===== src/sv/wsfd_pkg.sv =====
// Package for the WebSocket frame deframer: parse phases, status codes,
// the result record and the 64-bit length range check. No dependencies.
package wsfd_pkg;

  localparam int LENGTH_BITS = 24;
  localparam int HDR_COUNT_W = 4;

  typedef enum logic [2:0] {
    PH_HDR0,
    PH_HDR1,
    PH_EXT16,
    PH_EXT64,
    PH_MASK,
    PH_PAYLOAD,
    PH_ERR_CONT,
    PH_ERR_LEN
  } phase_t;

  typedef enum logic [2:0] {
    ST_HEADER   = 3'd0,
    ST_PAYLOAD  = 3'd1,
    ST_EMPTY    = 3'd2,
    ST_CONT_ERR = 3'd3,
    ST_LEN_ERR  = 3'd4
  } status_t;

  typedef struct packed {
    status_t    status;
    logic [7:0] payload_byte;
    logic [3:0] opcode;
    logic       last_of_frame;
  } wsfd_result_t;

  // Bits of an extended 64-bit length byte that land below LENGTH_BITS.
  function automatic logic [7:0] ext64_allowed(input logic [2:0] idx);
    logic [7:0] m;
    int         p;
    m = '0;
    p = (7 - int'(idx)) * 8;
    for (int j = 0; j < 8; j++) begin
      if (p + j < LENGTH_BITS) m[j] = 1'b1;
    end
    return m;
  endfunction

endpackage


===== src/sv/wsfd_in_reg.sv =====
// Input register of the deframer: holds one raw stream byte until the
// parse stage takes it. Depends on nothing but the clock and reset.
module wsfd_in_reg (
  input  logic       clk,
  input  logic       rst,
  input  logic       in_valid,
  output logic       in_stall,
  input  logic [7:0] data_byte,
  input  logic       advance,
  output logic       held_valid,
  output logic [7:0] held_byte
);

  assign in_stall = held_valid && !advance;

  always_ff @(posedge clk) begin
    if (rst) begin
      held_valid <= 1'b0;
    end else if (!in_stall) begin
      held_valid <= in_valid;
    end
  end

  always_ff @(posedge clk) begin
    if (!in_stall && in_valid) held_byte <= data_byte;
  end

endmodule


===== src/sv/wsfd_core.sv =====
// Parse stage of the deframer: frame state registers and the per-byte
// header, mask-key and payload logic. Uses wsfd_pkg.
module wsfd_core import wsfd_pkg::*; (
  input  logic         clk,
  input  logic         rst,
  input  logic         step,
  input  logic [7:0]   data_byte,
  output wsfd_result_t result
);

  phase_t                   phase, phase_next;
  logic [HDR_COUNT_W-1:0]   header_count, header_count_next;
  logic [3:0]               frame_opcode, frame_opcode_next;
  logic                     has_mask, has_mask_next;
  logic [31:0]              mask_key, mask_key_next;
  logic [LENGTH_BITS-1:0]   payload_length, payload_length_next;
  logic [LENGTH_BITS-1:0]   payload_count, payload_count_next;

  logic [HDR_COUNT_W-1:0]   hc_inc;
  logic [LENGTH_BITS-1:0]   pc_inc;
  logic [LENGTH_BITS-1:0]   len_shift;
  logic [7:0]               key_byte;
  logic                     finish;
  logic                     finish_mask;

  assign hc_inc    = header_count + HDR_COUNT_W'(1);
  assign pc_inc    = payload_count + LENGTH_BITS'(1);
  assign len_shift = {payload_length[LENGTH_BITS-9:0], data_byte};

  always_comb begin
    case (payload_count[1:0])
      2'd0:    key_byte = mask_key[31:24];
      2'd1:    key_byte = mask_key[23:16];
      2'd2:    key_byte = mask_key[15:8];
      default: key_byte = mask_key[7:0];
    endcase
  end

  always_comb begin
    phase_next          = phase;
    header_count_next   = header_count;
    frame_opcode_next   = frame_opcode;
    has_mask_next       = has_mask;
    mask_key_next       = mask_key;
    payload_length_next = payload_length;
    payload_count_next  = payload_count;
    finish              = 1'b0;
    finish_mask         = has_mask;
    result.status        = ST_HEADER;
    result.payload_byte  = 8'h00;
    result.last_of_frame = 1'b0;

    case (phase)
      PH_HDR0: begin
        if (!data_byte[7]) begin
          phase_next    = PH_ERR_CONT;
          result.status = ST_CONT_ERR;
        end else begin
          frame_opcode_next = data_byte[3:0];
          phase_next        = PH_HDR1;
        end
      end
      PH_HDR1: begin
        has_mask_next       = data_byte[7];
        finish_mask         = data_byte[7];
        header_count_next   = '0;
        payload_length_next = '0;
        if (data_byte[6:0] == 7'h7e) begin
          phase_next = PH_EXT16;
        end else if (data_byte[6:0] == 7'h7f) begin
          phase_next = PH_EXT64;
        end else begin
          payload_length_next = LENGTH_BITS'(data_byte[6:0]);
          finish              = 1'b1;
        end
      end
      PH_EXT16: begin
        payload_length_next = len_shift;
        header_count_next   = hc_inc;
        if (hc_inc >= HDR_COUNT_W'(2)) finish = 1'b1;
      end
      PH_EXT64: begin
        if ((data_byte & ~ext64_allowed(header_count[2:0])) != 8'h00) begin
          phase_next    = PH_ERR_LEN;
          result.status = ST_LEN_ERR;
        end else begin
          payload_length_next = len_shift;
          header_count_next   = hc_inc;
          if (hc_inc >= HDR_COUNT_W'(8)) finish = 1'b1;
        end
      end
      PH_MASK: begin
        mask_key_next     = {mask_key[23:0], data_byte};
        header_count_next = hc_inc;
        if (hc_inc >= HDR_COUNT_W'(4)) begin
          header_count_next = '0;
          if (payload_length == '0) begin
            phase_next    = PH_HDR0;
            result.status = ST_EMPTY;
          end else begin
            phase_next = PH_PAYLOAD;
          end
        end
      end
      PH_PAYLOAD: begin
        result.status       = ST_PAYLOAD;
        result.payload_byte = has_mask ? (data_byte ^ key_byte) : data_byte;
        payload_count_next  = pc_inc;
        if (pc_inc == payload_length) begin
          result.last_of_frame = 1'b1;
          payload_count_next   = '0;
          phase_next           = PH_HDR0;
        end
      end
      PH_ERR_CONT: result.status = ST_CONT_ERR;
      PH_ERR_LEN:  result.status = ST_LEN_ERR;
      default: begin
        phase_next    = PH_ERR_LEN;
        result.status = ST_LEN_ERR;
      end
    endcase

    // end of length field: mask key next, payload next, or empty frame
    if (finish) begin
      header_count_next  = '0;
      payload_count_next = '0;
      if (finish_mask) begin
        phase_next = PH_MASK;
      end else if (payload_length_next == '0) begin
        phase_next    = PH_HDR0;
        result.status = ST_EMPTY;
      end else begin
        phase_next = PH_PAYLOAD;
      end
    end

    if (result.status == ST_EMPTY) result.last_of_frame = 1'b1;
    result.opcode = frame_opcode_next;
  end

  always_ff @(posedge clk) begin
    if (rst) begin
      phase          <= PH_HDR0;
      header_count   <= '0;
      frame_opcode   <= '0;
      has_mask       <= 1'b0;
      mask_key       <= '0;
      payload_length <= '0;
      payload_count  <= '0;
    end else if (step) begin
      phase          <= phase_next;
      header_count   <= header_count_next;
      frame_opcode   <= frame_opcode_next;
      has_mask       <= has_mask_next;
      mask_key       <= mask_key_next;
      payload_length <= payload_length_next;
      payload_count  <= payload_count_next;
    end
  end

endmodule


===== src/sv/wsfd_out_reg.sv =====
// Result register of the deframer: holds one result request until the
// receiver takes it. Uses wsfd_pkg for the result record.
module wsfd_out_reg import wsfd_pkg::*; (
  input  logic         clk,
  input  logic         rst,
  input  logic         load,
  input  wsfd_result_t result,
  output logic         advance,
  output logic         out_valid,
  input  logic         out_stall,
  output logic [2:0]   status,
  output logic [7:0]   payload_byte,
  output logic [3:0]   opcode,
  output logic         last_of_frame
);

  wsfd_result_t held;

  assign advance = !out_valid || !out_stall;

  always_ff @(posedge clk) begin
    if (rst) begin
      out_valid <= 1'b0;
    end else if (advance) begin
      out_valid <= load;
    end
  end

  always_ff @(posedge clk) begin
    if (advance && load) held <= result;
  end

  assign status        = held.status;
  assign payload_byte  = held.payload_byte;
  assign opcode        = held.opcode;
  assign last_of_frame = held.last_of_frame;

endmodule


===== src/sv/websocket_frame_deframer_unit.sv =====
// WebSocket frame deframer, receive side.
// Input channel: one raw stream byte per request on data_byte, with
// in_valid / in_stall. Output channel: exactly one result request per input
// byte (status, payload_byte, opcode, last_of_frame) with out_valid /
// out_stall. Status: header byte, payload byte (unmasked with the frame's
// key if the frame is masked), empty frame done, continuation error or length error.
// A byte accepted into the input register is parsed into the result register,
// where its result is held until the receiver takes it.
// Throughput: one byte per cycle while the receiver does not stall.
// When the receiver stalls, the result register holds its request and the
// input register holds the next byte; in_stall rises only while both are
// full. Lengths are limited to LENGTH_BITS bits.
// Reset (rst, synchronous) empties both registers and returns the parser to
// the first header byte; an error locks the parser until reset.
module websocket_frame_deframer_unit import wsfd_pkg::*; (
  input  logic       clk,
  input  logic       rst,
  input  logic       in_valid,
  output logic       in_stall,
  input  logic [7:0] data_byte,
  output logic       out_valid,
  input  logic       out_stall,
  output logic [2:0] status,
  output logic [7:0] payload_byte,
  output logic [3:0] opcode,
  output logic       last_of_frame
);

  logic         advance;
  logic         held_valid;
  logic [7:0]   held_byte;
  logic         step;
  wsfd_result_t result;

  assign step = held_valid && advance;

  wsfd_in_reg u_in (
    .clk        (clk),
    .rst        (rst),
    .in_valid   (in_valid),
    .in_stall   (in_stall),
    .data_byte  (data_byte),
    .advance    (advance),
    .held_valid (held_valid),
    .held_byte  (held_byte)
  );

  wsfd_core u_core (
    .clk       (clk),
    .rst       (rst),
    .step      (step),
    .data_byte (held_byte),
    .result    (result)
  );

  wsfd_out_reg u_out (
    .clk           (clk),
    .rst           (rst),
    .load          (step),
    .result        (result),
    .advance       (advance),
    .out_valid     (out_valid),
    .out_stall     (out_stall),
    .status        (status),
    .payload_byte  (payload_byte),
    .opcode        (opcode),
    .last_of_frame (last_of_frame)
  );

  a_no_stall_when_empty: assert property (@(posedge clk) disable iff (rst)
    !out_valid |-> !in_stall)
    else $error("input stalled while result register empty");

  a_last_kind: assert property (@(posedge clk) disable iff (rst)
    out_valid && last_of_frame |->
      (status == ST_PAYLOAD || status == ST_EMPTY))
    else $error("last_of_frame on a non-payload result");

  a_byte_zero: assert property (@(posedge clk) disable iff (rst)
    out_valid && status != ST_PAYLOAD |-> payload_byte == 8'h00)
    else $error("payload_byte set outside payload result");

  a_step_fills: assert property (@(posedge clk) disable iff (rst)
    step |=> out_valid)
    else $error("parsed byte produced no result");

endmodule

===== config.mk =====
export PLATFORM = sky130hd
export DESIGN_NAME = websocket_frame_deframer_unit
export DESIGN_NICKNAME = d
export VERILOG_FILES = /design/src/sv/wsfd_pkg.sv /design/src/sv/wsfd_in_reg.sv /design/src/sv/wsfd_core.sv /design/src/sv/wsfd_out_reg.sv /design/src/sv/websocket_frame_deframer_unit.sv
export SDC_FILE = /design/constraint.sdc
export NUM_CORES = 1
export LEC_CHECK = 0
export ABC_AREA = 1
export BUFFER_PORTS_ARGS = -buffer_cell sky130_fd_sc_hd__buf_2
export CORE_MARGIN = 3
export CORE_UTILIZATION = 45
export CTS_BUF_LIST = sky130_fd_sc_hd__clkbuf_16
export CTS_CLUSTER_SIZE = 40
export DETAILED_ROUTE_END_ITERATION = 16
export HOLD_SLACK_MARGIN = 0.02
export PLACE_DENSITY = 0.68
export SYNTH_ARGS = -nofsm -noshare
export SYNTH_HDL_FRONTEND = slang
export SYNTH_HIERARCHICAL = 1
export SYNTH_SLANG_ARGS = --single-unit

===== constraint.sdc =====
create_clock -name clk -period 3 [get_ports clk]
set_input_delay 0.9 -clock clk [delete_from_list [all_inputs] [get_ports clk]]
set_output_delay 0.9 -clock clk [all_outputs]
set_load 0.01 [all_outputs]

# Word-level counts from Yosys, hierarchy flattened
# Index checks and enable logic that the tools add are counted.
[word_totals]
in_bits = 12
regBits = 118
[classes]
n_reduce_logical = 21
add_sub_neg = 10
n_lt_le_gt_ge = 11
bitwise_logic = 3
n_eq_ne = 18
muxes = 59
[ops]
columns = ["cell", "count"]
rows = [
  ["less-than comparator 32 x 6 -> 1 bit (second input constant)", 8],
  ["adder 32 x 4 -> 32 bit (second input constant)", 4],
  ["2-to-1 mux 24 bit", 5],
  ["case mux 24 bit (3 select lines)", 1],
  ["adder 32 x 3 -> 32 bit (second input constant)", 2],
  ["logical NOT 24 bit", 2],
  ["2-to-1 mux 3 bit", 15],
  ["adder 32 x 2 -> 32 bit (second input constant)", 1],
  ["adder 24 x 1 -> 24 bit (second input constant)", 1],
  ["equality test 24 bit", 1],
  ["2-to-1 mux 1 bit", 24],
  ["case mux 8 bit (3 select lines)", 1],
  ["2-to-1 mux 4 bit", 5],
  ["case mux 3 bit (6 select lines)", 1],
  ["case mux 4 bit (4 select lines)", 1],
  ["case mux 3 bit (5 select lines)", 1],
  ["equality test 7 bit (second input constant)", 2],
  ["equality test 3 bit (second input constant)", 4],
  ["equality test 3 x 2 -> 1 bit (second input constant)", 3],
  ["!= test 3 x 1 -> 1 bit (second input constant)", 3],
  ["bitwise AND 8 bit", 1],
  ["2-to-1 mux 8 bit", 1],
  ["NOT 8 bit", 1],
  ["nonzero test 8 bit", 1],
  ["other kinds (25)", 33],
]

# Longest topological paths before layout
[depth]
ltp_word = 15
mapped_depth = 18

# Hierarchy
# Netlist, hierarchy kept.
[by_module_without_submodules]
columns = ["module", "cells_each", "instances", "area_each_um2"]
rows = [
  ["wsfd_core", 1032, 1, 6276.0],
  ["wsfd_out_reg", 21, 1, 524.3],
  ["wsfd_in_reg", 15, 1, 286.5],
  ["websocket_frame_deframer_unit", 2, 1, 7.5],
]

# Least setup slack after synthesis
# Ideal clock, no wire load.
[synth_path]
kind = "in2reg"
start = "input port out_stall"
end = "register u_out.held (netlist bit u_out/last_of_frame), enable pin"
path_buffers = 0
arrival_ns = 1.948
cell_stages = 5
setup_time_ns = 0.394
path_slack_ns = 0.657
cell_sequence = "nand2_2 nand2_1 inv_1 inv_1 a21oi_1"
[synth_between]
elab_chain_len = 4
[synth_lines]
columns = ["item", "line_no", "text"]
rows = [
  ["start, declared", "websocket_frame_deframer_unit.sv:22", "input logic out_stall,"],
  ["logical NOT 1 bit", "wsfd_out_reg.sv:19", "assign advance = !out_valid || !out_stall;"],
  ["logical OR 1 bit", "wsfd_out_reg.sv:19", ""],
  ["logical AND 1 bit", "websocket_frame_deframer_unit.sv:35", "assign step = held_valid && advance;"],
  ["net step", "websocket_frame_deframer_unit.sv:32", "logic step;"],
  ["logical AND 1 bit", "wsfd_out_reg.sv:30", "if (advance && load) held <= result;"],
  ["end signal, assigned", "wsfd_out_reg.sv:30", ""],
  ["end, declared", "wsfd_out_reg.sv:17", "wsfd_result_t held;"],
]
# The timed path passes the listed nets, and every way through them passes these cells.
# A chain may end at the register's enable or synchronous reset.

# Worst setup path in the final report
[layout_path]
start = "register u_core.payload_count[1]"
end = "register u_core.payload_count[16]"
[layout_between]
elab_chain_len = 5
[layout_lines]
columns = ["item", "line_no", "text"]
rows = [
  ["start, declared", "wsfd_core.sv:17", "logic [LENGTH_BITS-1:0] payload_count, payload_count_next;"],
  ["start signal, assigned", "wsfd_core.sv:157", "payload_count <= payload_count_next;"],
  ["adder 24 x 1 -> 24 bit (*)", "wsfd_core.sv:27", "assign pc_inc = payload_count + LENGTH_BITS'(1);"],
  ["equality test 24 bit", "wsfd_core.sv:109", "if (pc_inc == payload_length) begin"],
  ["2-to-1 mux 24 bit (*)", "wsfd_core.sv:109", ""],
  ["2-to-1 mux 24 bit (*)", "wsfd_core.sv:53", "case (phase)"],
  ["2-to-1 mux 24 bit (*)", "wsfd_core.sv:124", "if (finish) begin"],
]
# Every way passes the cells marked *; elsewhere a longest branch is shown, timed or not. The select of a mux whose other input is x is not followed.

==> reports/metrics.yaml <==
synth:
  ys_seq_area_share_pct: 36.7
  yosys.cell_count.top_type: "nand2_1"
  yosys_warnings: 6
  syn_area_per_cell_um2: 6.63
  ys_async_sr_fraction_pct: 0
  netlist_top_cells_area: "dfxtp_1, nand2_1, edfxtp_1"
  synth_mux_area_share_pct: 0
  syn_inst: 1070
  synthFlopType: "dfxtp_1"
  synth_seq_cells: 118
  yosysUniqueCellTypes: 42
  synth_edf_count: 24
  synth_nets: 1089
  synth_largest_area_cell: "dfxtp_1"
  yosys.area.top_type_share_pct: 26.5
  synth_compound_area_share_pct: 14.1
  synthSimpleGateAreaFrac_pct: 36.6
  netlist_area_um2: 7090
  synth_top_family_by_area: "simple AND/OR/NAND/NOR gates"
  ys_top_cells_by_count: "nand2_1, inv_1, a21oi_1, nand3_1, dfxtp_1"
  synth_fa_ha_area_share_pct: 1.23
  synth_xor_area_share_pct: 1.75
sta:
  slew_violations: 0
  fin_setup_tns_ns: 0
  whs_ns: 0.465
  rsz0062_at_grt: "no"
  finalCriticalPeriod_ns: 2.65
  fin_skew_ns: 0.00465
  fin_crit_sh_pct: 88.3
  setup_violations: 0
  worst_pin_slew_ns: 0.781
  maxSlewHeadroom_pct: 47.7
  layout_setup_ws_ns: 0.352
  max_freq_mhz: 378
  hold_violations: 0
critical_path:
  r2r-start: "u_core/payload_count[1]$_SDFFE_PP0P_"
  reg2reg_to: "u_core/payload_count[16]$_SDFFE_PP0P_"
  worstPathMaxFanout: 7
  r2r_slack_ns: 0.35
  required_ns: 3.28
  reg2regPathDepth: 13
  critPathLaunchType: "register"
  critical_path_arrival_ns: 2.93
  critPathCaptureType: "register"
  path_class: "reg2reg"
place:
  numPlacedInstances: 1283
  io_buffers: 29
  pre_cts_ws_ns: 0.246
  dp_hpwl_um: 13800
  gp_congestion: 0.942
layout:
  layout.nets: 1110
  areaGrowthSynthToFinish_pct: 13.3
  n_antenna_cell: 0
  drive_gt1_share_pct: 12.9
  instances_no_fill: 1315
min_path:
  worstHoldStart: "u_core/mask_key[27]$_SDFFE_PP0P_"
  hold_path.class: "reg2reg"
  hold_end: "u_core/mask_key[27]$_SDFFE_PP0P_"
  whs_path_depth: 2
global_routing:
  grt_pass1_vias: 6394
  grt_pass1_wl_um: 32100
  grt_usage_pct: 22.6
  grt_max_degree: 58
  antenna_found_initial: 0
  grt.overflow.total: 0
floorplanning:
  die_area_um2: 17300
  initial_core_util_pct: 46.3
  core-area_um2: 15300
  fp.dieW_um: 132
  io_pins: 30
  row_count: 45
  die_y_um: 132
cts:
  clk_transition_reported_paths_ns: 0.06
  htree_levels: 4
  cts_root_buffer: "clkbuf_16"
  cts.sinks: 118
  cts_buffer_depth: 2
  worstSkewPairLatency_ns: 0.42
  numCtsBuffers: 17
  tritoncts: "built"
detailed_routing:
  routed_wl_um: 19300
  wl_per_cell_um: 14.7
  ant_nets: 0
  routed-via-count: 6940
  drc_errors: 0
  drtIter0Drc: 719
  drt-pass1-iter-count: 6
  viasPerCell: 5.28
status:
  status: "completed"
flow_run:
  maxCapViolCount: 0
power:
  power.density_nw_per_um2: 527
  ir_drop_mv: 0.321
  p_leak_nw: 3.44
cells in the final DEF, fill, tap and decap left out, types with 17 or more instances in the layout:
| master | instances |
|---|---|
| o21ai_0 | 59 |
| nand3_1 | 101 |
| nor2_1 | 80 |
| dfxtp_1 | 94 |
| buf_2 | 29 |
| a21oi_1 | 110 |
| nand4_1 | 29 |
| inv_1 | 124 |
| buf_4 | 17 |
| nand2_1 | 286 |
| nand2_2 | 25 |
| edfxtp_1 | 24 |
| clkbuf_16 | 17 |
flip-flops by register name, summed over array words and instances, names as in the netlist, 3 cells and up:
| signal | count |
|---|---|
| u_core/phase | 3 |
| u_core/payload_length | 24 |
| u_out/status | 3 |
| u_core/header_count | 4 |
| u_core/mask_key | 32 |
| u_in/held_byte | 8 |
| u_core/frame_opcode | 4 |
| u_out/opcode | 4 |
| u_out/payload_byte | 8 |
| u_core/payload_count | 24 |
kinds of logic after synthesis:
logic type	after synthesis
compound gates	192
xor+xnor	11
fa+ha+maj	7
buf+inv	176
flops	118
simple gates	566
layer usage:
metal,track usage (%),vias up,share of wire (%)
met3,4.94,26,6.5
li1,-,3538,-
met5,0,-,0
met1,33.1,3134,49
met2,32.5,242,43
met4,8.34,0,2.0
through the flow:
stage,utilization (%),area (um^2),power [W]
final,52.5,8040,0.00424
after global routing,52.5,8040,0.00442
after CTS,52.4,8030,0.00425
after detailed placement,48.9,7490,0.00240
after global placement,48.9,7490,0.00240
after floorplan,-,7090,0.00221
final cells by class:
cell class	instances	area, um^2
Inverter	130	488
Multi-Input combinational cell	776	3830
Clock inverter	15	115
Fill cell	1541	7280
Sequential cell	118	2600
Tap cell	211	264
Timing Repair Buffer	48	313
Clock buffer	17	425
how the worst max path moves through the flow:
stage | end | from | slack (ns) | cells past startpoint
2_1_floorplan | u_out/last_of_frame$_DFFE_PP_ | out_stall | 0.66 | 5
3_3_place_gp | u_core/payload_count[10]$_SDFFE_PP0P_ | u_core/header_count[0]$_SDFFE_PP0P_ | 0.36 | 10
3_5_place_dp | u_core/payload_count[10]$_SDFFE_PP0P_ | u_core/header_count[0]$_SDFFE_PP0P_ | 0.25 | 10
4_1_cts | u_core/payload_count[10]$_SDFFE_PP0P_ | u_core/header_count[0]$_SDFFE_PP0P_ | 0.22 | 10
5_1_grt | u_out/last_of_frame$_DFFE_PP_ | u_core/header_count[0]$_SDFFE_PP0P_ | 0.08 | 14
6_report | u_core/payload_count[16]$_SDFFE_PP0P_ | u_core/payload_count[1]$_SDFFE_PP0P_ | 0.35 | 13
critical path: stages, from the launching register on:
cell,delay (ns)
dfxtp_1,0.44
ha_1,0.32
nand2_2,0.12
nor2_4,0.20
nand2_2,0.12
nor2_4,0.15
nand2_1,0.14
xnor3_1,0.27
nor2_1,0.13
nand2_1,0.06
nor2_1,0.11
nand2_1,0.23
nand3_1,0.15
a21oi_1,0.07
power breakdown:
group	internal, W	switching (W)
clock	0.00112	0.000740
combinational	0.000196	0.000435
sequential	0.00168	0.0000627
what timing repair did:
item / 4_1_cts / 5_1_grt
hold buffers: 0 / 0
resized for setup: 0 / 1
setup endpoints to repair: 0 / 6
buffers inserted: 0 / 0
endpoints found under the hold margin: 0 / 0
(Power assumes the default switching activity.)
